### src/rtl/fcf_pkg.sv
// fcf_pkg: sizes, item codes, state machine type and controller/datapath structs
// for the circular-history fir filter; no dependencies
`default_nettype none

package fcf_pkg;

  localparam int MAX_TAPS = 256;
  localparam int SAMPLE_W = 16;
  localparam int IDX_W    = $clog2(MAX_TAPS);
  localparam int CNT_W    = $clog2(MAX_TAPS + 1);
  localparam int PROD_W   = 2 * SAMPLE_W;
  localparam int ACC_W    = 40;
  localparam int TAPC_W   = 9;
  localparam int KIND_W   = 2;
  localparam int TIDX_W   = 8;
  localparam int APB_AW   = 2;
  localparam int APB_DW   = 32;

  localparam logic [KIND_W-1:0] KIND_SAMPLE = 2'd0;
  localparam logic [KIND_W-1:0] KIND_COEF   = 2'd1;
  localparam logic [KIND_W-1:0] KIND_FILL   = 2'd2;

  localparam logic [APB_AW-1:0] REG_TAP_COUNT = 2'd0;
  localparam logic [TAPC_W-1:0] TAP_COUNT_RST = 9'd256;

  typedef enum logic [1:0] {
    ST_IDLE,
    ST_RUN,
    ST_DRAIN
  } fcf_state_t;

  typedef struct packed {
    logic start;
    logic coef_wr;
    logic fill;
    logic issue;
    logic load_out;
  } fcf_cmd_t;

  typedef struct packed {
    logic last_tap;
    logic pipe_busy;
    logic out_free;
  } fcf_sts_t;

endpackage

`default_nettype wire

### src/rtl/fcf_ctrl.sv
// fcf_ctrl: sequencer for the fir filter, decodes item kinds and steps the mac
// depends on fcf_pkg
`default_nettype none

module fcf_ctrl
  import fcf_pkg::*;
(
  input  wire logic              clk,
  input  wire logic              rst_n,
  input  wire logic              in_valid,
  input  wire logic [KIND_W-1:0] in_kind,
  output logic                   in_stall,
  input  wire fcf_sts_t          sts,
  output fcf_cmd_t               cmd
);

  fcf_state_t state_r, state_nxt;

  always_ff @(posedge clk) begin
    if (!rst_n) begin
      state_r <= ST_IDLE;
    end else begin
      state_r <= state_nxt;
    end
  end

  always_comb begin
    state_nxt = state_r;
    unique case (state_r)
      ST_IDLE: begin
        if (in_valid && (in_kind == KIND_SAMPLE)) begin
          state_nxt = ST_RUN;
        end
      end
      ST_RUN: begin
        if (sts.last_tap) begin
          state_nxt = ST_DRAIN;
        end
      end
      ST_DRAIN: begin
        if (!sts.pipe_busy && sts.out_free) begin
          state_nxt = ST_IDLE;
        end
      end
      default: state_nxt = ST_IDLE;
    endcase
  end

  always_comb begin
    cmd      = '0;
    in_stall = 1'b1;
    unique case (state_r)
      ST_IDLE: begin
        in_stall = 1'b0;
        if (in_valid) begin
          cmd.start   = (in_kind == KIND_SAMPLE);
          cmd.coef_wr = (in_kind == KIND_COEF);
          cmd.fill    = (in_kind == KIND_FILL);
        end
      end
      ST_RUN: begin
        cmd.issue = 1'b1;
      end
      ST_DRAIN: begin
        cmd.load_out = !sts.pipe_busy && sts.out_free;
      end
      default: begin
        cmd = '0;
      end
    endcase
  end

endmodule

`default_nettype wire

### config.mk
export PLATFORM = sky130hd
export DESIGN_NAME = fcf_ctrl
export DESIGN_NICKNAME = d
export VERILOG_FILES = /design/src/rtl/fcf_pkg.sv /design/src/rtl/fcf_ctrl.sv
export SDC_FILE = /design/constraint.sdc
export NUM_CORES = 1
export LEC_CHECK = 0
export BUFFER_PORTS_ARGS = -buffer_cell sky130_fd_sc_hd__buf_2
export CORE_AREA = 4 4 41 43
export CTS_BUF_LIST = sky130_fd_sc_hd__clkbuf_2 sky130_fd_sc_hd__clkbuf_4 sky130_fd_sc_hd__clkbuf_8
export CTS_CLUSTER_DIAMETER = 30
export DETAILED_ROUTE_END_ITERATION = 10
export DIE_AREA = 0 0 45 47
export HOLD_SLACK_MARGIN = 0.03
export SLEW_MARGIN = 0
export SYNTH_ARGS = -nofsm -noshare
export SYNTH_HDL_FRONTEND = slang
export SYNTH_SLANG_ARGS = --single-unit
### constraint.sdc
create_clock -name clk -period 0.9 [get_ports clk]
set_input_delay 0.18 -clock clk [delete_from_list [all_inputs] [get_ports clk]]
set_output_delay 0.18 -clock clk [all_outputs]
set_load 0.1 [all_outputs]
==> impl_metrics.ini <==
[worst_setup_path]
critPathMaxFanout = 3
data_arrival_time_of_the_critical_path_ns = 1.18
endpoint_kind = output pin
worst_setup_path_start_kind = register
type_of_the_setup_path_with_the_least_slack = reg -> out
required_time_reported_for_the_critical_path_endpoint_ns = 0.72
reg2regPathDepth = 5

[sta]
worst_slew_pin_slew_ns = 0.210
max_freq_mhz = 736
setup_ws_ns = -0.459
fin_skew_ns = 0.000427
setup_violations = 8
final.period_utilization_pct = 151
final_max_slew_viol_count = 0
max-slew-margin-rel_pct = 85.9
finalHoldViolations = 0
timing.final.crit_period_ns = 1.36
grt_setup_unrepaired = true
hold_slack_ns = 0.175

[finish]
fillerInstances = 132
seqCellArea_um2 = 45.0
multi_input_comb_area_um2 = 184
drive_gt1_share_pct = 86.8
area_growth_syn_to_fin_pct = 185
max_flop_register = state_r
largestRegisters = state_r x2
layout.core_utilization_pct = 35.6
finalNetCount = 48
largest_reg_flops = 2
stdcell_area_um2 = 463
diodes = 0

[floorplan]
core.rowCount = 13
die_h_um = 47
fp.coreArea_um2 = 1300
design.portCount = 14
floorplan.die_area_um2 = 2120
horizontal_extent_of_the_die_um = 45
initial_core_util_pct = 12.5

[cts]
cts.sink_count = 2
cts_hold_buffers = 0
deepest_clock_path_buffer_count = 2
tritoncts_clock_tree = built
cts_buffers = 3
cts_root_buffer = sky130_fd_sc_hd__clkbuf_4
worst_setup_hold_path_clk_slew_ns = 0.03
clk_latency_ns = 0.22
cts-htree-levels = 1

[power_and_ir_drop]
power.ir.vdd_worst_v = 0.000600
power.density_nw_per_um2 = 1090
cellLeakagePower_nw = 0.201
overall_power_after_layout_uw = 502

[synthesis]
ys_seq_area_share_pct = 24.6
syn-mean-instance-area_um2 = 8.56
netlist_instances = 19
ys_ff_latch = 2
post_synth_design_cell_area_um2 = 163
synth_cell_types = 15
number_of_nets_produced_by_synthesis = 27
yosys_warnings = 0

[grt]
grt_first_pass_wirelength_um = 786
grt_max_degree = 5
grt_antenna_before_repair = 0
grt_remaining_overflow = 0
vias_in_the_first_global_route = 200
globalRouteTotalUtil_pct = 5.44

[flow_run]
total_of_max_cap_violations = 0

[placed_design]
gpl.final_weighted_congestion = 0.698
placed_area_um2 = 400
dp_slack_ns = -0.300
numPortBuffers = 13
place_hpwl_um = 404

[drt]
wl_per_cell_um = 9.06
drtAntennaViolNets = 0
routed_wl_um = 480
drc = 0
drtIter0Drc = 0
routed-via-count = 203
viasPerCell = 3.83
drt_pass1_iterations = 1

[min_path]
holdPathStages = 2
hold_path_class = in -> reg

[run_status]
result_of_the_run = complete, but fails checks
violated_checks = setup timing
-- placed cells by master, fill, tap and decap left out, types with 2 or more instances in the layout --
cell and n:
sky130_fd_sc_hd__nor2b_4 3, sky130_fd_sc_hd__buf_2 7, sky130_fd_sc_hd__inv_1 2, sky130_fd_sc_hd__buf_4 4
sky130_fd_sc_hd__clkbuf_4 3, sky130_fd_sc_hd__buf_12 6, sky130_fd_sc_hd__nor3b_4 2
-- Yosys cell counts --
cell                       count  area share, %
sky130_fd_sc_hd__a22o_1        1            5.4
sky130_fd_sc_hd__inv_1         2            4.6
sky130_fd_sc_hd__nor2_1        1            2.3
sky130_fd_sc_hd__nor3b_1       2            9.2
sky130_fd_sc_hd__and2_1        1            3.8
sky130_fd_sc_hd__nor3b_2       1            7.7
sky130_fd_sc_hd__dfxtp_1       2             25
sky130_fd_sc_hd__nor4b_2       1            9.2
sky130_fd_sc_hd__nor2b_1       2            7.7
sky130_fd_sc_hd__nand2b_1      1            3.8
sky130_fd_sc_hd__nor2b_4       1            8.5
sky130_fd_sc_hd__buf_4         1            4.6
sky130_fd_sc_hd__nand2_1       1            2.3
sky130_fd_sc_hd__nor3_1        1            3.1
sky130_fd_sc_hd__a21oi_1       1            3.1
-- worst paths after layout --
| kind | start | endpoint | slack (ns) |
|---|---|---|---|
| setup reg to reg | state_r[0] | state_r[1] | -0.28 |
| hold / removal | rst_n | state_r[1] | 0.18 |
| setup / recovery | state_r[1] | cmd[2] | -0.46 |
| hold reg to reg | state_r[1] | state_r[0] | 0.56 |
-- where the power goes --
group          switching [mW]  internal [mW]  leakage (nW)
clock network          0.0472          0.147        0.0138
logic                   0.127         0.0876         0.169
registers             0.00301         0.0903        0.0175
-- repair_timing --
| item | CTS | global route |
|---|---|---|
| pin swaps | 1 | 1 |
| endpoints found under the setup margin | 8 | 8 |
| gates resized for setup | 6 | 1 |
| buffers inserted | 1 | 0 |
-- critical path, cell delays in order (launching register included) --
cell	delay (ns)
sky130_fd_sc_hd__dfxtp_4	0.34
sky130_fd_sc_hd__nor2_4	0.11
sky130_fd_sc_hd__nand2_4	0.09
sky130_fd_sc_hd__nor3b_4	0.21
sky130_fd_sc_hd__buf_12	0.20
-- per-stage QoR --
step | std cells | setup TNS (ns)
after floorplan | 19 | -2.65
after global placement | 49 | -1.26
after detailed placement | 49 | -1.39
after CTS | 53 | -2.94
after global routing | 53 | -3.15
final | 53 | -2.72
-- area by class of cell --
class	instances	area share [%]
Inverter	2	1.62
Tap cell	15	4.05
Timing Repair Buffer	17	40.0
Sequential cell	2	9.73
Clock buffer	3	4.86
Multi-Input combinational cell	14	39.7
-- kinds of logic (layout without fill, tap and decap cells) --
kind of cell | count (synthesis) | in the layout | synth area share (%)
flops | 2 | 2 | 24.6
simple gates | 12 | 12 | 57.7
compound gates | 2 | 2 | 8.46
buf+inv | 3 | 22 | 9.23
-- per-layer routing --
metal / share of wire [%] / vias up / global-route usage [%]
met4: 0 / 0 / 0
li1: - / 102 / -
met5: 0 / - / 0
met1: 43 / 86 / 6.79
met2: 42 / 15 / 6.78
met3: 15 / 0 / 5.75
(Power assumes the default switching activity.)
